$ cat src/rtl/core/fdr_pkg.sv
package fdr_pkg;

	localparam int CFG_IDX_W = 1;
	localparam int CFG_DATA_W = 11;

	typedef enum logic [CFG_IDX_W-1:0] {
		REG_FRAME_WIDTH  = 1'b0,
		REG_FRAME_HEIGHT = 1'b1
	} cfg_reg_t;

	localparam int unsigned FRAME_WIDTH_RST = 640;
	localparam int unsigned FRAME_HEIGHT_RST = 480;

	localparam int PIXEL_W = 32;
	localparam int LEFT_W = 10;
	localparam int TOP_W = 10;
	localparam int RIGHT_W = 11;
	localparam int BOTTOM_W = 11;
	localparam int RUN_W = 16;
	localparam logic [RUN_W-1:0] RUN_MAX = '1;

	localparam int ENTRY_Q_DEPTH = 4;
	localparam int OUT_Q_DEPTH = 8;

	typedef struct packed {
		logic                rect_valid;
		logic [LEFT_W-1:0]   rect_left;
		logic [TOP_W-1:0]    rect_top;
		logic [RIGHT_W-1:0]  rect_right;
		logic [BOTTOM_W-1:0] rect_bottom;
		logic                frame_idle;
		logic [RUN_W-1:0]    standby_frames;
		logic [RUN_W-1:0]    change_frames;
	} rect_t;

	function automatic int unsigned clamp_dim(int unsigned v, int unsigned maxv);
		int unsigned r;
		if (v == 0) begin
			r = 1;
		end else if (v > maxv) begin
			r = maxv;
		end else begin
			r = v;
		end
		return r;
	endfunction

endpackage

$ cat src/rtl/core/fdr_pixel_if.sv
interface fdr_pixel_if;
	logic                        valid;
	logic                        ready;
	logic [fdr_pkg::PIXEL_W-1:0] pixel;

	modport source (output valid, output pixel, input ready);
	modport sink (input valid, input pixel, output ready);
endinterface

$ cat src/rtl/core/fdr_front.sv
module fdr_front #(
	parameter int PIXEL_BITS = 32,
	parameter int MAX_WIDTH  = 1024,
	parameter int MAX_HEIGHT = 1024
) (
	input  logic                              clk,
	input  logic                              arst_n,
	fdr_pixel_if.sink                         pixel_in,
	input  logic                              run,
	input  logic [$clog2(MAX_WIDTH + 1)-1:0]  width,
	input  logic [$clog2(MAX_HEIGHT + 1)-1:0] height,
	output logic                              push_valid,
	input  logic                              push_ready,
	output logic [PIXEL_BITS + $clog2(MAX_WIDTH) + $clog2(MAX_HEIGHT):0] push_data
);

	localparam int COL_W = $clog2(MAX_WIDTH);
	localparam int ROW_W = $clog2(MAX_HEIGHT);
	localparam int WD_W  = $clog2(MAX_WIDTH + 1);
	localparam int HT_W  = $clog2(MAX_HEIGHT + 1);

	typedef struct packed {
		logic                  frame_end;
		logic [ROW_W-1:0]      row;
		logic [COL_W-1:0]      col;
		logic [PIXEL_BITS-1:0] pix;
	} entry_t;

	logic [COL_W-1:0] col_cnt_q;
	logic [ROW_W-1:0] row_cnt_q;
	logic [WD_W-1:0]  wm1;
	logic [HT_W-1:0]  hm1;
	logic             col_last;
	logic             row_last;
	logic             accept;
	entry_t           entry;

	assign wm1      = width - 1'b1;
	assign hm1      = height - 1'b1;
	assign col_last = (WD_W'(col_cnt_q) >= wm1);
	assign row_last = (HT_W'(row_cnt_q) >= hm1);

	assign pixel_in.ready = run && push_ready;
	assign push_valid     = run && pixel_in.valid;
	assign accept         = pixel_in.valid && pixel_in.ready;

	always_comb begin
		entry.pix       = pixel_in.pixel[PIXEL_BITS-1:0];
		entry.col       = (WD_W'(col_cnt_q) < width) ? col_cnt_q : COL_W'(wm1);
		entry.row       = (HT_W'(row_cnt_q) < height) ? row_cnt_q : ROW_W'(hm1);
		entry.frame_end = col_last && row_last;
	end

	assign push_data = entry;

	always_ff @(posedge clk or negedge arst_n) begin
		if (!arst_n) begin
			col_cnt_q <= '0;
			row_cnt_q <= '0;
		end else if (accept) begin
			if (col_last) begin
				col_cnt_q <= '0;
				row_cnt_q <= row_last ? '0 : row_cnt_q + 1'b1;
			end else begin
				col_cnt_q <= col_cnt_q + 1'b1;
			end
		end
	end

endmodule

$ cat src/flat_wrapper.sv
// flat-port wrapper written by rule: the top's interface ports become plain ports
module fdr_front_flat 
#(
	parameter int PIXEL_BITS = 32,
	parameter int MAX_WIDTH  = 1024,
	parameter int MAX_HEIGHT = 1024
)
  (clk, arst_n, run, width, height, push_valid, push_ready, push_data, pixel_in_valid, pixel_in_pixel, pixel_in_ready);
  fdr_pixel_if pixel_in_i ();
  input  logic clk;
  input  logic arst_n;
  input  logic run;
  input  logic [$clog2(MAX_WIDTH + 1)-1:0] width;
  input  logic [$clog2(MAX_HEIGHT + 1)-1:0] height;
  output logic push_valid;
  input  logic push_ready;
  output logic [PIXEL_BITS + $clog2(MAX_WIDTH) + $clog2(MAX_HEIGHT):0] push_data;
  input wire logic [$bits(pixel_in_i.valid)-1:0] pixel_in_valid;
  input wire logic [$bits(pixel_in_i.pixel)-1:0] pixel_in_pixel;
  output wire logic [$bits(pixel_in_i.ready)-1:0] pixel_in_ready;
  assign pixel_in_i.valid = pixel_in_valid;
  assign pixel_in_i.pixel = pixel_in_pixel;
  assign pixel_in_ready = pixel_in_i.ready;
  fdr_front #(.PIXEL_BITS(PIXEL_BITS), .MAX_WIDTH(MAX_WIDTH), .MAX_HEIGHT(MAX_HEIGHT)) u_core (.clk(clk), .arst_n(arst_n), .pixel_in(pixel_in_i), .run(run), .width(width), .height(height), .push_valid(push_valid), .push_ready(push_ready), .push_data(push_data));
endmodule
$ cat config.mk
export PLATFORM = sky130hd
export DESIGN_NAME = fdr_front_flat
export DESIGN_NICKNAME = d
export VERILOG_FILES = /design/src/rtl/core/fdr_pkg.sv /design/src/rtl/core/fdr_pixel_if.sv /design/src/rtl/core/fdr_front.sv /design/src/flat_wrapper.sv
export SDC_FILE = /design/constraint.sdc
export NUM_CORES = 1
export LEC_CHECK = 0
export BUFFER_PORTS_ARGS = -buffer_cell sky130_fd_sc_hd__buf_2
export CORE_ASPECT_RATIO = 1.5
export CORE_MARGIN = 2
export CORE_UTILIZATION = 31
export CTS_BUF_LIST = sky130_fd_sc_hd__clkbuf_8
export DETAILED_ROUTE_END_ITERATION = 8
export GPL_ROUTABILITY_DRIVEN = 0
export PLACE_DENSITY = 0.51
export RECOVER_POWER = 50
export SLEW_MARGIN = 20
export SYNTH_ARGS = -nofsm -noshare
export SYNTH_HDL_FRONTEND = slang
export SYNTH_SLANG_ARGS = --single-unit
$ cat constraint.sdc
create_clock -name clk -period 4.3 [get_ports clk]
set_input_delay 0.645 -clock clk [delete_from_list [all_inputs] [get_ports clk]]
set_output_delay 0.645 -clock clk [all_outputs]
set_load 0.01 [all_outputs]
* After elaboration in Yosys (flattened, before gate mapping) *
Index checks and enable logic that the tools add are counted.

word-level totals
  register bits after elaboration = 20
  output and inout bits = 55

operators by class
  magnitude comparators = 4
  reduce and logical (&&, ||, !) cells = 5
  $add $sub $neg = 4
  mux-type cells = 4

operators by type and width
  operator                                             count
  two-way mux 10 bit                                   4
  >= comparator 10 x 11 -> 1 bit                       2
  less-than comparator 10 x 11 -> 1 bit                2
  subtractor 11 x 1 -> 11 bit (second input constant)  2
  adder 10 x 1 -> 10 bit (second input constant)       2
  logical AND 1 bit                                    4
  AND reduction 2 bit                                  1

* Longest topological paths before layout *
  word-level depth = 3
  mapped depth = 13
  depth with buffers taken out = 13

* Worst setup path after synthesis *
OpenSTA, ideal clock, no wires.

  path type = input to output
  from = input port height[0]
  to = output port push_data[52]
  required time = 3.655 ns
  path slack = 0.453 ns
  arrival = 3.202 ns
  stages on the path = 12
  cell sequence = inv_1 -> ha_1 -> or3b_1 -> or2_2 -> or3_1 -> xnor2_1 -> ha_1 -> o21a_1 -> o21ai_0 -> a211oi_4 -> nand2_4 -> nor2_1

on the way
  longest elaborated chain between the ends = 3

RTL lines
  what                            line                RTL
  start, declared                 flat_wrapper.sv:14  input logic [$clog2(MAX_HEIGHT + 1)-1:0] height;
  subtractor 11 x 1 -> 11 bit     fdr_front.sv:39     assign hm1 = height - 1'b1;
  >= comparator 10 x 11 -> 1 bit  fdr_front.sv:41     assign row_last = (HT_W'(row_cnt_q) >= hm1);
  logical AND 1 bit               fdr_front.sv:51     entry.frame_end = col_last && row_last;
  end, declared                   flat_wrapper.sv:17  output logic [PIXEL_BITS + $clog2(MAX_WIDTH) + $clog2(MAX_HEIGHT):0] push_data;

Every way passes these cells.

* Final worst setup path *
Same ends and word-level chain as after synthesis.

==> metrics.txt <==
H-Tree Depth=1; PortBufs=49; Net Count, Synth=437; CP max FO=4; worst vdd ir=0.134 mV; Worst path max stage delay=0.38 ns; Worst path slowest cell=or3b_1; Starting Density=0.319; # Max-Cap Violations=0; clock buffer depth=2; top-level port count=114; Cells after Synth=334; Multi-input gate area=1880 µm²; first-pass GRT wire length=11.2 mm; drt pass-1 iters=4; Clock transition at path regs=0.07 ns; Critical Path Sink Type=output pin; Final Setup Violations=0; global route overflow=0; Post-DRT Antenna Nets=0; DR vias=2362; total power=0.000955 W; Final Hold Viols=0; PostCTS Resize Cnt=0; highest-count cells in the layout ignoring fill and taps=buf_2 (48), ha_1 (44), inv_1 (42); GRT Total Usage=0.143; min cycle time layout=3.98 ns; Num CTS Buffers=3; Leakage=1.44 nW; CTS Root Cell=clkbuf_8; Yosys Warn Count=0; CP Class=input port to output pin; worst-margin pin slew=1.10 ns; # DRC=0; Yosys top cell by area=ha_1; share of cells above drive strength 1=0.201; initial antenna violation count=0; WP data arrival=3.33 ns; Rows=42; postcts setup bufs=0; sequential standard cell area=500 µm²; Final Skew=0.00271 ns; largest net degree at the start of global routing=21; Skew-Pair Late Insertion Delay=0.26 ns; Post-synth EDFFs=0; critical path launch point type=input port; Area Overhead vs Synth=8.33%; post-DR vias/cell=5.05; DR iter-0 viols=59; DP HPWL=5.47 mm; dominant cells by area after synthesis=ha_1 (20%), dfrtp_1 (18%), buf_4 (8.6%), mux2i_1 (7.2%), xnor2_1 (6.9%); mean post-synth cell area=8.37 µm²; sequential fraction of the synthesis area=0.179; post-synth top area share=0.197; RSZ-0062 raised after global routing=no; Core Util, Final=0.345; WP data required=3.65 ns; commonest non-fill, non-tap cell in the layout=buf_2; Peak Freq=0.251 GHz; core box area=8780 µm²; final WL=6.49 mm; setup TNS=0 ns; Die Footprint=9810 µm²; critical-path cell list=buf_2 > inv_1 > ha_1 > or3b_1 > or2_2 > or3_1 > xnor2_1 > ha_1 > o21a_1 > o21ai_0 > a211oi_4 > nand2_4 > nor2_1 > buf_2; TritonCTS clock tree=built; dpl ws=0.284 ns; status=completed; Fillers=931; Synth async-reset ratio=1.00; Syn Std Cell Area=2800 µm²; Avg WL per Cell=13.9 µm; setup ws final=0.323 ns; HP Class=register to register; die width=81.5 µm; vias in the first global route=2431; final net count=462; Die H=120 µm; Antenna Cells=0; max-slew violation count=0; Yosys cell types=48; top_reg_cell synth=dfrtp_1; FF+latch count, synth=20; Post-CTS Hold Fix Bufs=0; # clock sinks=20; Power Dens Cells=315 nW/µm²; Worst R2R Setup Slack=2.06 ns; Rel. slew slack=0.265; Tcrit/Tclk final=0.925
## cell families (layout without fill, tap and decap cells)
group | Yosys count | after routing | synth area share
compound gates | 63 | 63 | 0.162
fa+ha+maj | 44 | 44 | 0.197
mux | 20 | 20 | 0.0716
simple gates | 87 | 87 | 0.173
flops | 20 | 20 | 0.179
buf+inv | 78 | 102 | 0.148
xor+xnor | 22 | 22 | 0.0689
## critical path: cells and delay by family
kind                       cells  cell delay (ns)
and+or+nand+nor                5             1.20
AOI/OAI and AO/OA              3             0.54
adders and majority gates      2             0.45
buffers and inverters          3             0.34
xor gates and xnor gates       1             0.15
## synth_stat cells, drive strengths merged, types with 4 or more instances
library cell  number
a211oi             4
a21o               5
a21oi              9
a31oi              4
buf               35
dfrtp             20
ha                44
inv               42
mux2i             20
nand2             16
nand2b             5
nand3             14
nand4              9
nor2              16
nor3               7
nor4               4
o21a               4
o21ai             16
o221ai             6
o31ai              6
xnor2             22
## per-stage QoR
step / instance area, µm² / instances / hold slack, ns
after floorplan: 2800 / 334 / 0.349
after global placement: 2970 / 464 / 0.545
after detailed placement: 2970 / 464 / 0.540
after CTS: 3030 / 468 / 0.343
after global routing: 3030 / 468 / 0.607
final: 3030 / 468 / 0.545
## metal layers
layer / global-route usage / wire (µm) / vias to the layer above
met5: 0 / 0 / -
met4: 0.0434 / 73 / 0
li1: - / - / 1201
met3: 0.00597 / 224 / 6
met2: 0.272 / 3520 / 49
met1: 0.166 / 2680 / 1106
## flip-flops by register name, indices dropped and copies added (netlist names)
register and cells:
u_core.col_cnt_q 10, u_core.row_cnt_q 10
## cell type report
class                      count  area share
timing repair buffer          56      0.0979
sequential                    20       0.165
multi-input combinational    236       0.621
inverter                      42      0.0521
clock buffer                   4      0.0182
tap                          110      0.0455
## report_power, final
group	internal, W	switching [W]
clock network	0.0000814	0.0000614
logic	0.000233	0.000277
registers	0.000232	0.0000697
## final timing paths
check | from | endpoint | depth (start not counted)
min reg2reg | u_core.col_cnt_q[0]$_DFFE_PN0P_ | u_core.col_cnt_q[0]$_DFFE_PN0P_ | 1
max in group asynchronous | arst_n | u_core.col_cnt_q[8]$_DFFE_PN0P_ | 1
max reg2reg | u_core.row_cnt_q[0]$_DFFE_PN0P_ | u_core.row_cnt_q[3]$_DFFE_PN0P_ | 9
min in group asynchronous | arst_n | u_core.row_cnt_q[1]$_DFFE_PN0P_ | 1
max | height[0] | push_data[52] | 14
min | u_core.col_cnt_q[0]$_DFFE_PN0P_ | u_core.col_cnt_q[0]$_DFFE_PN0P_ | 1
No activity file was read; power rests on OpenSTA's default activity.
