### src/rtl/core/fdr_fifo.sv
module fdr_fifo #(
	parameter int WIDTH = 8,
	parameter int DEPTH = 4
) (
	input  logic             clk,
	input  logic             arst_n,
	input  logic             push_valid,
	output logic             push_ready,
	input  logic [WIDTH-1:0] push_data,
	output logic             pop_valid,
	input  logic             pop_ready,
	output logic [WIDTH-1:0] pop_data
);

	localparam int PTR_W = $clog2(DEPTH);
	localparam int CNT_W = $clog2(DEPTH + 1);

	logic [WIDTH-1:0] store_q [DEPTH];
	logic [PTR_W-1:0] wr_ptr_q;
	logic [PTR_W-1:0] rd_ptr_q;
	logic [CNT_W-1:0] cnt_q;
	logic             push;
	logic             pop;

	assign push_ready = (cnt_q != CNT_W'(DEPTH));
	assign pop_valid  = (cnt_q != '0);
	assign pop_data   = store_q[rd_ptr_q];
	assign push       = push_valid && push_ready;
	assign pop        = pop_valid && pop_ready;

	always_ff @(posedge clk or negedge arst_n) begin
		if (!arst_n) begin
			wr_ptr_q <= '0;
			rd_ptr_q <= '0;
			cnt_q    <= '0;
		end else begin
			if (push) begin
				wr_ptr_q <= (wr_ptr_q == PTR_W'(DEPTH - 1)) ? '0 : wr_ptr_q + 1'b1;
			end
			if (pop) begin
				rd_ptr_q <= (rd_ptr_q == PTR_W'(DEPTH - 1)) ? '0 : rd_ptr_q + 1'b1;
			end
			if (push && !pop) begin
				cnt_q <= cnt_q + 1'b1;
			end else if (pop && !push) begin
				cnt_q <= cnt_q - 1'b1;
			end
		end
	end

	always_ff @(posedge clk) begin
		if (push) begin
			store_q[wr_ptr_q] <= push_data;
		end
	end

endmodule

### config.mk
export PLATFORM = sky130hd
export DESIGN_NAME = fdr_fifo
export DESIGN_NICKNAME = d
export VERILOG_FILES = /design/src/rtl/core/fdr_fifo.sv
export SDC_FILE = /design/constraint.sdc
export NUM_CORES = 1
export LEC_CHECK = 0
export ABC_AREA = 1
export BUFFER_PORTS_ARGS = -buffer_cell sky130_fd_sc_hd__buf_4
export CELL_PAD_IN_SITES_DETAIL_PLACEMENT = 0
export CELL_PAD_IN_SITES_GLOBAL_PLACEMENT = 1
export CORE_AREA = 2 2 66 68
export CTS_BUF_LIST = sky130_fd_sc_hd__clkbuf_4 sky130_fd_sc_hd__clkbuf_8 sky130_fd_sc_hd__clkbuf_16
export DETAILED_ROUTE_END_ITERATION = 8
export DIE_AREA = 0 0 68 70
export GPL_TIMING_DRIVEN = 0
export PLACE_DENSITY = 0.85
export SLEW_MARGIN = 20
export SYNTH_ARGS = -nofsm -noshare
export SYNTH_HDL_FRONTEND = slang
export SYNTH_SLANG_ARGS = --single-unit
### constraint.sdc
create_clock -name clk -period 2.2 [get_ports clk]
set_clock_uncertainty 0.2 [all_clocks]
set_input_delay 0.44 -clock clk [delete_from_list [all_inputs] [get_ports clk]]
set_output_delay 0.44 -clock clk [all_outputs]
set_load 0.01 [all_outputs]
* Yosys cells after proc, flatten, opt, wreduce, memory -nomap -nowiden
Memory sizes are Yosys's and may differ from the RTL's. Index checks and enable logic that the tools add are counted.
Cells by class: eq/ne operators 3, mux-type cells 6, reductions and logical operators 8, add/sub/neg operators 4
Operators by type and width (count):
- two-way mux 3 bit | 2
- adder 2 x 1 -> 2 bit (second input constant) | 2
- equality test 2 bit (second input constant) | 2
- logical AND 1 bit | 4
- two-way mux 2 bit | 2
- adder 3 x 1 -> 3 bit (second input constant) | 1
- inequality test 3 bit (second input constant) | 1
- nonzero test 3 bit | 1
- subtractor 3 x 1 -> 3 bit (second input constant) | 1
- logical NOT 1 bit | 2
- two-way mux 1 bit | 2
- nonzero test 2 bit | 1
Storage, ports and cells: input bits 12, logic and storage cells 25, RAM bits 32, output and inout bits 10, register bits after elaboration 7, memories kept 1
Memory list:
- store_q | words 4, bits a word 8, rd ports 1, clocked after Yosys merged registers in 0, write ports 1, RTL line 18 | logic [WIDTH-1:0] store_q [DEPTH];

* Logic depth before layout (Yosys ltp)
Gate-level depths: netlist (run 1).
depth in word-level cells 6, depth in mapped cells 12, depth with buffers taken out 12

* Worst setup path before layout (run 1)
No wires, ideal clock.
path kind reg-to-reg, start register cnt_q[1], end register cnt_q[2], period minus slack after synthesis 1.920 ns, data arrival time 1.603 ns, path slack 0.280 ns, buffers on the path 0, required time 1.883 ns, library setup time 0.117 ns, cell stages (with the launch flop) 11, path through dfrtp_1 > inv_1 > nand3_1 > nand2_2 > ha_1 > inv_1 > fa_1 > nand2_1 > nand3_1 > nand2_1 > nand2_1
On the way: word-level cells in the longest chain between the ends 5, elaborated cells between the ends (all ways) 13, classes of those cells add/sub (2); eq/ne (1); mux (2); reduce/logical (8)
Ends and longest elaborated chain:
- start: declaration | RTL line 21 | logic [CNT_W-1:0] cnt_q;
- start signal: assignment | RTL line 44 | cnt_q <= cnt_q + 1'b1;
- start signal: assignment | RTL line 46 | cnt_q <= cnt_q - 1'b1;
- nonzero test 3 bit * | RTL line 26 | assign pop_valid = (cnt_q != '0);
- via pop_valid | RTL line 10 | output logic pop_valid,
- logical AND 1 bit * | RTL line 29 | assign pop = pop_valid && pop_ready;
- logical NOT 1 bit | RTL line 43 | if (push && !pop) begin
- logical AND 1 bit | RTL line 43
- two-way mux 3 bit or nonzero test 2 bit (tied branches)
The timed path passes the listed nets; every way through them passes the cells marked *. The select of a mux whose other input is x is not followed. A chain may end at the register's enable or synchronous reset.

* Worst setup path after layout (run 1)
start register cnt_q[1], end register cnt_q[1]
On the way: word-level cells in the longest chain between the ends 5, elaborated cells between the ends (all ways) 13, classes of those cells add/sub (2); eq/ne (1); mux (2); reduce/logical (8)
Ends and longest elaborated chain:
- inequality test 3 bit * | RTL line 25 | assign push_ready = (cnt_q != CNT_W'(DEPTH));
- logical AND 1 bit * | RTL line 28 | assign push = push_valid && push_ready;
- via push | RTL line 22 | logic push;
- logical NOT 1 bit | RTL line 45 | end else if (pop && !push) begin
- logical AND 1 bit | RTL line 45
- nonzero test 2 bit (no source line)
Marked as above.

==> out/qor.yml, run 1 <==
synth:
  yosys.cell_types.count: 16
  yosysSeqAreaShare_pct: 64.8
  synthFlopType: "edfxtp_1"
  netlist.area_leader.share_pct: 54.8
  synthesis.area_mm2: 0.00175
  synth_xor_area_share_pct: 0.499
  yosysMostFrequentCell: "nand2_1"
  synth_adder_area_share_pct: 5.42
  syn_nets: 171
  synth.avg_cell_area_um2: 11.5
  synth_seq_cells: 39
  syn_inst: 152
  yosys.area_share.simple_pct: 12.6
  synth_top_family_by_area: "simple AND/OR/NAND/NOR gates"
  synth_compound_area_share_pct: 7.13
  synthArstFlopShare_pct: 17.9
  yosys-top-cells-count: "37 x nand2_1, 32 x edfxtp_1, 29 x inv_1"
  synth_mux_area_share_pct: 0
  synth_top_cell_by_area: "edfxtp_1"
  yosys_warnings: 0
  synth_edf_count: 32
  synth_area_leaders: "edfxtp_1 55%, dfrtp_1 10%, nand2_1 7.9%, o211ai_1 6.8%, inv_1 6.2%"
critical_path:
  critPathTopFamily: "adder cells"
  critPathLaunchType: "flop"
  worstPathCellList: "inv_1, nand3_2, nand2_2, inv_1, ha_1, inv_1, fa_1, nand2_1, o21ai_0"
  crit_path_top_delay_cell: "fa_1"
  crit_fanout: 7
  crit_required_ns: 2.18
  startpoint: "cnt_q[1]"
  rr_startpoint: "cnt_q[1]"
  endpoint_kind: "flop"
  worst_path_largest_cell_delay_ns: 0.43
  worstSetupPathType: "reg -> reg"
  arrival_ns: 2.04
  path_buf_inv: 3
  crit_top_cell: "inv_1"
layout:
  post-route-util_pct: 50.8
  num_antenna_cells: 0
  nFillCells: 371
  fin_area_mm2: 0.00210
  syn2layout_area_growth_pct: 20.0
  layout-drive-gt1-share_pct: 21.4
  fin_nets: 200
outcome:
  status: "complete, no violations"
die:
  dieHeight_um: 70
  rows: 24
  start_util_pct: 42.3
  die_w_um: 68
  coreArea_mm2: 0.00414
  ios: 22
  dieArea_mm2: 0.00476
clock_network:
  cts_buffer_depth: 2
  cts_setup_buffers: 0
  insertion_delay_ns: 0.29
  tritoncts: "yes"
  numCtsBuffers: 5
  clock_sinks: 39
  root_buffer: "clkbuf_8"
  htreeDepth: 2
  clkSlewWorstSetupHoldPaths_ns: 0.08
sta:
  drv_slew: 0
  hold_viol_final: 0
  setup_viol: 0
  slew_headroom_pct: 43.9
  setup_tns_ns: 0
  post-route-period-util_pct: 93.9
  tightest_slew_ns: 0.838
  hold_ws_ns: 0.136
  fin_ws_ns: 0.134
  fmax_mhz: 484
  layout_min_cycle_time_ns: 2.07
  rsz0062_at_grt: "no"
global_routing:
  grt_pass1_wl_um: 5450
  antenna_found_initial: 0
  busiest_layer: "met2"
  grtUsageMet3_pct: 6.28
  use_met1_pct: 17.1
  grt_max_degree: 14
  grt_pass1_vias: 1233
  globalRouteMet2Util_pct: 28.4
  grt_remaining_overflow: 0
  track_usage_pct: 16.3
placement:
  port_buffers: 21
  place_area_mm2: 0.00198
  pre_cts_ws_ns: 0.131
  place.gp.congestion: 0.694
  hpwl_um: 2300
detailed_routing:
  drt-initial-drc-count: 45
  viasPerCell: 4.89
  drc_errors: 0
  drt_wl_total_um: 3330
  first_pass_iters: 4
  num_vias: 1145
  antenna_left: 0
  wl_per_cell_um: 14.2
worst_hold_path:
  holdCritStartpoint: "push_data[5]"
  hp-class: "in -> reg"
pwr:
  vdd_drop_max_mv: 0.714
  leakage_nw: 0.920
  p_per_area_mw_per_mm2: 1350
job:
  drv_cap: 0
## cell usage in the layout, fill, tap and decap left out, drive strengths merged, types with 2 or more instances in the layout
master / instances
buf: 26
nand2: 39
o211ai: 16
dfrtp: 7
nor2: 6
nand3: 7
ha: 6
edfxtp: 32
inv: 30
clkinv: 2
clkbuf: 5
## stage by stage
stage | cells | total power, mW
floorplan | 152 | 1.83
global placement | 225 | 2.20
detailed placement | 225 | 2.28
CTS | 234 | 2.87
global route | 234 | 3.05
finish | 234 | 2.85
## sequential cells by signal, summed over array words and instances (netlist names)
name      cells
store_q      32
cnt_q         3
rd_ptr_q      2
wr_ptr_q      2
## kinds of logic (layout without fill, tap and decap cells)
logic type	after synthesis	count (layout)
AND/OR/NAND/NOR	53	53
flip-flops	39	39
XOR/XNOR	1	1
AO/OA/AOI/OAI	17	17
adder cells (fa/ha/maj)	7	7
buffers and inverters	35	65
## final timing paths
path | slack, ns | depth (start not counted) | end
worst min-delay path | 0.14 | 1 | store_q[2][5]
worst max-delay path | 0.13 | 9 | cnt_q[1]
worst max register to register | 0.13 | 9 | cnt_q[1]
max in group asynchronous | 1.39 | 2 | rd_ptr_q[1]
worst min register to register | 0.34 | 2 | cnt_q[2]
min in group asynchronous | 0.29 | 2 | cnt_q[0]
## per-layer routing
metal | vias up | share of wire, % | routed length, um
li1 | 562 | - | -
met1 | 549 | 38 | 1270
met2 | 27 | 56 | 1860
met3 | 7 | 4.3 | 142
met4 | 0 | 1.8 | 61
met5 | - | 0 | 0
## report_power, final
group          leakage [nW]  switching (mW)  internal, mW
Sequential            0.378          0.0894         0.994
Combinational         0.484           0.676         0.498
Clock                0.0581           0.256         0.337
Total                 0.920            1.02          1.83
## repair_timing
action,CTS,global route
hold buffers,1,0
gates resized for setup,0,1
endpoints found under the setup margin,0,1
endpoints found under the hold margin,7,0
## final cells by class
type	count	area (um^2)	area share (%)
multi-input cells	78	454	21.6
well taps	52	65.1	3.09
clock buffers	5	68.8	3.27
flip-flops and latches	39	1140	54.0
clock inverters	3	43.8	2.08
inverters	30	113	5.35
repair buffers	22	168	7.97
plain buffers	5	56.3	2.68
## worst register-to-register path: stages (launching register included)
cell	delay, ns
dfrtp_1	0.40
inv_1	0.13
nand3_2	0.14
nand2_2	0.15
inv_1	0.06
ha_1	0.21
inv_1	0.09
fa_1	0.43
nand2_1	0.08
o21ai_0	0.07
Note: power is estimated with default switching activity, not from simulation.
==> inputs of run 2 (changes only) <==
Settings changed: CORE_AREA 2 2 66 68 to 2 2 78 58, DIE_AREA 0 0 68 70 to 0 0 80 60.
==> out/qor.yml, run 2 (synthesis results as in run 1) <==
critical_path:
  worstReg2RegEnd: "cnt_q[1]"  # unchanged
  crit_end: "pop_data[0]"  # was cnt_q[1]
  startpoint: "rd_ptr_q[1]"  # was cnt_q[1]
  critPathLaunchType: "flop"  # unchanged
  r2r_setup_slack_ns: 0.18  # was 0.13 ns
  endpoint_kind: "output pin"  # was flop
  arrival_ns: 1.50  # was 2.04 ns
  worstSetupPathType: "reg -> out"  # was reg -> reg
  crit_required_ns: 1.56  # was 2.18 ns
  rr_startpoint: "cnt_q[1]"  # unchanged
  crit_fanout: 10  # was 7
  r2r_cells: 9  # unchanged
layout:
  regMostFlops: "store_q"  # unchanged
  num_antenna_cells: 0  # unchanged
  syn2layout_area_growth_pct: 20.5  # was 20.0%
  fin_cells: 237  # was 234
  largest_reg_flops: 32  # unchanged
  seq_area_mm2: 0.00114  # unchanged
  mostFrequentLayoutCells: "37 x nand2_1, 32 x edfxtp_1, 29 x inv_1"  # unchanged
  layout-drive-gt1-share_pct: 21.4  # unchanged
  multi_input_area_um2: 459  # was 454 um^2
  final_common_cell: "nand2_1"  # unchanged
  fin_nets: 200  # unchanged
  nFillCells: 367  # was 371
  reg_top3: "store_q: 32 flops, cnt_q: 3 flops"  # unchanged
clock_network:
  clock_sinks: 39  # unchanged
  tritoncts: "yes"  # unchanged
  insertion_delay_ns: 0.29  # about the same
  root_buffer: "clkbuf_8"  # unchanged
  clkSlewWorstSetupHoldPaths_ns: 0.08  # about the same
  cts_setup_buffers: 0  # unchanged
  htreeDepth: 2  # unchanged
  numCtsBuffers: 5  # unchanged
  cts_buffer_depth: 2  # unchanged
global_routing:
  grt_remaining_overflow: 0  # unchanged
  grt_max_degree: 14  # unchanged
  grt_pass1_wl_um: 5180  # was 5450 um
  grt_pass1_vias: 1149  # was 1233
  track_usage_pct: 15.2  # was 16.3%
  antenna_found_initial: 0  # unchanged
die:
  rows: 20  # was 24
  coreArea_mm2: 0.00410  # was 0.00414 mm^2
  die_w_um: 80  # was 68 um
  dieHeight_um: 60  # was 70 um
  ios: 22  # unchanged
  start_util_pct: 42.7  # was 42.3%
  dieArea_mm2: 0.00480  # was 0.00476 mm^2
placement:
  place.gp.congestion: 0.786  # was 0.694
  hpwl_um: 2190  # was 2300 um
  dp.cells: 228  # was 225
  port_buffers: 21  # unchanged
pwr:
  leakage_nw: 0.922  # was 0.920 nW
  p_sw_share_pct: 35.5  # was 35.8%
  vdd_drop_max_mv: 0.665  # was 0.714 mV
  p_clk_share_pct: 20.6  # was 20.8%
  p_int_mw: 1.83  # about the same
  combinationalPowerShare_pct: 41.1  # was 41.2%
  p_per_area_mw_per_mm2: 1340  # was 1350 mW/mm^2
  p_switching_mw: 1.00  # was 1.02 mW
  sequentialPowerShare_pct: 38.3  # was 38.0%
detailed_routing:
  wl_per_cell_um: 13.5  # was 14.2 um
  drt-initial-drc-count: 58  # was 45
  first_pass_iters: 4  # unchanged
  drc_errors: 0  # unchanged
  drt_wl_total_um: 3190  # was 3330 um
  antenna_left: 0  # unchanged
  num_vias: 1096  # was 1145
  viasPerCell: 4.62  # was 4.89
sta:
  fmax_mhz: 468  # was 484 MHz
  post-route-period-util_pct: 97.1  # was 93.9%
  drv_slew: 0  # unchanged
  slew_headroom_pct: 47.1  # was 43.9%
  hold_viol_final: 0  # unchanged
  setup_tns_ns: 0  # unchanged
  rsz0062_at_grt: "no"  # unchanged
  tightest_slew_ns: 0.790  # was 0.838 ns
  setup_viol: 0  # unchanged
  layout_min_cycle_time_ns: 2.14  # was 2.07 ns
outcome:
  status: "complete, no violations"  # unchanged
job:
  drv_cap: 0  # unchanged
worst_hold_path:
  hp-class: "in -> reg"  # unchanged
run 2: worst max-delay path: stages, from the launching register on:
cell and delay (ns):
dfrtp_1 0.40, buf_6 0.15, inv_1 0.26, o211ai_1 0.17, nand2_1 0.11, buf_4 0.12
run 2: power by group through the flow:
stage | combinational, mW | sequential (mW) | clock (mW)
5_1_grt | 1.30 | 1.10 | 0.637
4_1_cts | 1.17 | 1.08 | 0.598
6_report | 1.16 | 1.08 | 0.584
2_1_floorplan | 0.754 | 1.08 | 0
3_5_place_dp | 1.16 | 1.10 | 0
3_3_place_gp | 1.11 | 1.09 | 0
run 2: repair_timing:
item | 4_1_cts | 5_1_grt
hold buffers | 1 | 0
endpoints found under the hold margin | 7 | 0
endpoints found under the setup margin | 0 | 1
gates resized for setup | 0 | 2
run 2: final cells by class:
cell class,count,share of cell area (%)
tap,55,3.26
inverter,30,5.33
clock inverter,3,2.07
timing repair buffer,22,7.93
multi-input combinational,78,21.7
clock buffer,5,3.26
sequential,39,53.8
buffer,5,2.66
run 2: routing by layer:
metal / track usage (%) / part of all wire, % / wire, um / up-vias
met5: 0 / 0 / 0 / -
met4: 5.08 / 1.3 / 43 / 0
met3: 6.34 / 4.4 / 139 / 5
met2: 26.7 / 49 / 1570 / 20
met1: 17.1 / 45 / 1440 / 510
li1: - / - / - / 561
run 2: through the flow:
step | power, mW | cell area (um^2) | hold slack, ns | utilization, % | setup slack (ns)
2_1_floorplan | 1.83 | 1750 | -0.0556 | - | 0.280
3_3_place_gp | 2.20 | 1980 | 0.0570 | 48.3 | 0.249
3_5_place_dp | 2.26 | 1980 | 0.0630 | 48.3 | 0.142
4_1_cts | 2.85 | 2100 | 0.137 | 51.2 | 0.0862
5_1_grt | 3.04 | 2110 | 0.126 | 51.5 | 0.0113
6_report | 2.83 | 2110 | 0.147 | 51.5 | 0.0639
run 2: worst min path at each step:
stage / cells after the start / end / slack, ns / startpoint
after floorplan: 0 / cnt_q[0] / -0.06 / arst_n
after global placement: 1 / wr_ptr_q[0] / 0.06 / arst_n
after detailed placement: 1 / wr_ptr_q[1] / 0.06 / arst_n
after CTS: 1 / store_q[1][7] / 0.14 / push_data[7]
after global routing: 1 / store_q[1][0] / 0.13 / push_data[0]
final: 1 / store_q[0][7] / 0.15 / push_data[7]
==> inputs of run 3 (changes only) <==
Settings changed: ABC_AREA 1 to unset, CORE_AREA 2 2 78 58 to 2 2 72 54, CTS_CLUSTER_SIZE set to 30, DIE_AREA 0 0 80 60 to 0 0 74 56, PLACE_DENSITY 0.85 to 0.86.
==> out/qor.yml, run 3 <==
outcome:
  status: "complete, no violations"  # unchanged
detailed_routing:
  viasPerCell: 4.83  # was 4.62
  drt_wl_total_um: 2470  # was 3190 um
  wl_per_cell_um: 15.3  # was 13.5 um
  wl_met1_um: 1060  # was 1440 um
  wl_met2_um: 1250  # was 1570 um
  num_vias: 777  # was 1096
  first_pass_iters: 4  # unchanged
  route.met3.wl_um: 115  # was 139 um
  drt-initial-drc-count: 49  # was 58
  antenna_left: 0  # unchanged
  drc_errors: 0  # unchanged
  highest_layer: "met4"  # unchanged
clock_network:
  cts_buffer_depth: 2  # unchanged
  clkSlewWorstSetupHoldPaths_ns: 0.07  # was 0.08 ns
  clock_sinks: 39  # unchanged
  numCtsBuffers: 5  # unchanged
  root_buffer: "clkbuf_8"  # unchanged
  htreeDepth: 2  # unchanged
  tritoncts: "yes"  # unchanged
  insertion_delay_ns: 0.28  # was 0.29 ns
pwr:
  leakage_nw: 0.751  # was 0.922 nW
  p_switching_mw: 0.757  # was 1.00 mW
  p_sw_share_pct: 29.1  # was 35.5%
  p_int_mw: 1.84  # was 1.83 mW
  p_clk_share_pct: 18.4  # was 20.6%
  sequentialPowerShare_pct: 43.1  # was 38.3%
  p_per_area_mw_per_mm2: 1310  # was 1340 mW/mm^2
  vdd_drop_max_mv: 0.509  # was 0.665 mV
  combinationalPowerShare_pct: 38.5  # was 41.1%
critical_path:
  worst_path_largest_cell_delay_ns: 0.50  # was 0.40 ns
  critPathLaunchType: "flop"  # unchanged
  r2r_cells: 8  # was 9
  arrival_ns: 1.50  # about the same
  worstReg2RegEnd: "cnt_q[2]"  # was cnt_q[1]
  worstSetupPathType: "reg -> out"  # unchanged
  r2r_setup_slack_ns: 0.09  # was 0.18 ns
  crit_path_top_delay_cell: "mux4_2"  # was dfrtp_1
  worstPathCellList: "buf_12, mux4_2, buf_4"  # was buf_6, inv_1, o211ai_1, nand2_1, buf_4
  crit_required_ns: 1.56  # about the same
  crit_fanout: 10  # unchanged
  endpoint_kind: "output pin"  # unchanged
  rr_startpoint: "cnt_q[0]"  # was cnt_q[1]
sta:
  post-route-period-util_pct: 97.3  # was 97.1%
  setup_viol: 0  # unchanged
  setup_tns_ns: 0  # unchanged
  slew_headroom_pct: 70.1  # was 47.1%
  fmax_mhz: 467  # was 468 MHz
  rsz0062_at_grt: "no"  # unchanged
  tightest_slew_ns: 0.448  # was 0.790 ns
  hold_viol_final: 0  # unchanged
  layout_min_cycle_time_ns: 2.14  # about the same
  hold_ws_ns: 0.153  # was 0.147 ns
  drv_slew: 0  # unchanged
global_routing:
  antenna_found_initial: 0  # unchanged
  grt_pass1_wl_um: 3950  # was 5180 um
  track_usage_pct: 13.7  # was 15.2%
  grt_remaining_overflow: 0  # unchanged
  grt_max_degree: 12  # was 14
  grt_pass1_vias: 833  # was 1149
layout:
  nFillCells: 253  # was 367
  num_antenna_cells: 0  # unchanged
  largest_reg_flops: 32  # unchanged
  multi_input_area_um2: 463  # was 459 um^2
  layout-drive-gt1-share_pct: 45.0  # was 21.4%
  reg_top3: "store_q: 32 flops, cnt_q: 3 flops"  # unchanged
  syn2layout_area_growth_pct: 24.2  # was 20.5%
  final_common_cell: "edfxtp_1"  # was nand2_1
  fin_nets: 129  # was 200
  mostFrequentLayoutCells: "32 x edfxtp_1, 21 x buf_4, 8 x mux4_2"  # was 37 x nand2_1, 32 x edfxtp_1, 29 x inv_1
  seq_area_mm2: 0.00114  # unchanged
  regMostFlops: "store_q"  # unchanged
placement:
  port_buffers: 21  # unchanged
  place.gp.congestion: 0.789  # was 0.786
  hpwl_um: 1730  # was 2190 um
synth:
  yosysSeqAreaShare_pct: 71.0  # was 64.8%
  yosys-top-cells-count: "32 x edfxtp_1, 8 x mux4_2, 7 x dfrtp_1"  # was 37 x nand2_1, 32 x edfxtp_1, 29 x inv_1
  yosys_warnings: 0  # unchanged
  yosysMostFrequentCell: "edfxtp_1"  # was nand2_1
  synth_area_leaders: "edfxtp_1 60%, mux4_2 11%, dfrtp_1 11%, ha_1 4.7%, mux2_2 2.1%"  # was edfxtp_1 55%, dfrtp_1 10%, nand2_1 7.9%, o211ai_1 6.8%, inv_1 6.2%
  syn_nets: 98  # was 171
  synth_edf_count: 32  # unchanged
  synth_top_cell_by_area: "edfxtp_1"  # unchanged
  synthesis.area_mm2: 0.00160  # was 0.00175 mm^2
  synth_seq_cells: 39  # unchanged
  netlist.area_leader.share_pct: 60.1  # was 54.8%
  yosys.cell_types.count: 18  # was 16
  synth.avg_cell_area_um2: 20.2  # was 11.5 um^2
  synthFlopType: "edfxtp_1"  # unchanged
  syn_inst: 79  # was 152
  synthArstFlopShare_pct: 17.9  # unchanged
job:
  drv_cap: 0  # unchanged
worst_hold_path:
  holdPathEnd: "store_q[2][4]"  # was store_q[0][7]
  hp-class: "in -> reg"  # unchanged
  holdCritStartpoint: "push_data[4]"  # was push_data[7]
  min_path_cells: 1  # unchanged
die:
  dieArea_mm2: 0.00414  # was 0.00480 mm^2
  die_w_um: 74  # was 80 um
  ios: 22  # unchanged
  rows: 18  # was 20
  start_util_pct: 47.0  # was 42.7%
  coreArea_mm2: 0.00340  # was 0.00410 mm^2
  dieHeight_um: 56  # was 60 um
[run 3: repair_timing]
action | CTS | global route
endpoints found under the setup margin | 9 | 10
endpoints found under the hold margin | 7 | 0
resized for setup | 2 | 8
pin swaps | 0 | 2
setup buffers | 2 | 1
hold buffers | 1 | 0
[run 3: cell type report]
type | count | area share [%]
buffer | 1 | 1.01
clock buffer | 8 | 4.60
inverter | 3 | 0.567
multi-input combinational | 35 | 23.3
sequential | 39 | 57.2
tap | 50 | 3.15
timing repair buffer | 25 | 10.1
[run 3: logic make-up (layout without fill, tap and decap cells)]
logic type	Yosys count	after routing	synth area share (%)
flops	39	39	71.0
compound gates	1	1	0.704
fa+ha+maj	7	7	5.95
mux	13	13	15.3
simple gates	11	11	4.15
xor+xnor	3	3	1.64
buf+inv	5	37	1.25
[run 3: power groups by stage]
stage / logic [mW] / clock network (mW) / registers [mW]
after floorplan: 0.621 / 0 / 1.09
after global placement: 0.891 / 0 / 1.10
after detailed placement: 0.922 / 0 / 1.11
after CTS: 0.940 / 0.489 / 1.12
after global routing: 1.10 / 0.525 / 1.14
final: 1.00 / 0.479 / 1.12
[run 3: worst max-delay path by stage]
| stage | startpoint | end | slack (ns) | cells after the start |
|---|---|---|---|---|
| finish | rd_ptr_q[0] | pop_data[7] | 0.06 | 3 |
| global route | rd_ptr_q[0] | pop_data[0] | 0.000006 | 3 |
| CTS | cnt_q[0] | cnt_q[2] | 0.01 | 8 |
| detailed placement | cnt_q[0] | cnt_q[2] | -0.02 | 8 |
| global placement | cnt_q[0] | cnt_q[2] | -0.007 | 8 |
| floorplan | cnt_q[2] | cnt_q[2] | 0.04 | 8 |
[run 3: layer usage]
metal / up-vias / global-route usage (%)
met5: - / 0
met4: 0 / 5.45
met3: 6 / 6.16
met2: 14 / 21.8
met1: 392 / 16.2
li1: 365 / -
[run 3: per-stage QoR]
step / util [%] / setup slack, ns / cell area [um^2] / power (mW) / cells
3_3_place_gp: 53.5 / -0.00653 / 1820 / 1.99 / 150
4_1_cts: 57.0 / 0.0136 / 1940 / 2.55 / 160
5_1_grt: 58.4 / 0.00000588 / 1990 / 2.76 / 161
2_1_floorplan: - / 0.0354 / 1600 / 1.71 / 79
6_report: 58.4 / 0.0584 / 1990 / 2.60 / 161
3_5_place_dp: 53.5 / -0.0155 / 1820 / 2.04 / 150
[run 3: critical path: cells and delay by family, from the launching register on]
kind	cells	cell delay (ns)
buffers and inverters	2	0.32
flip-flops	1	0.40
multiplexers	1	0.50
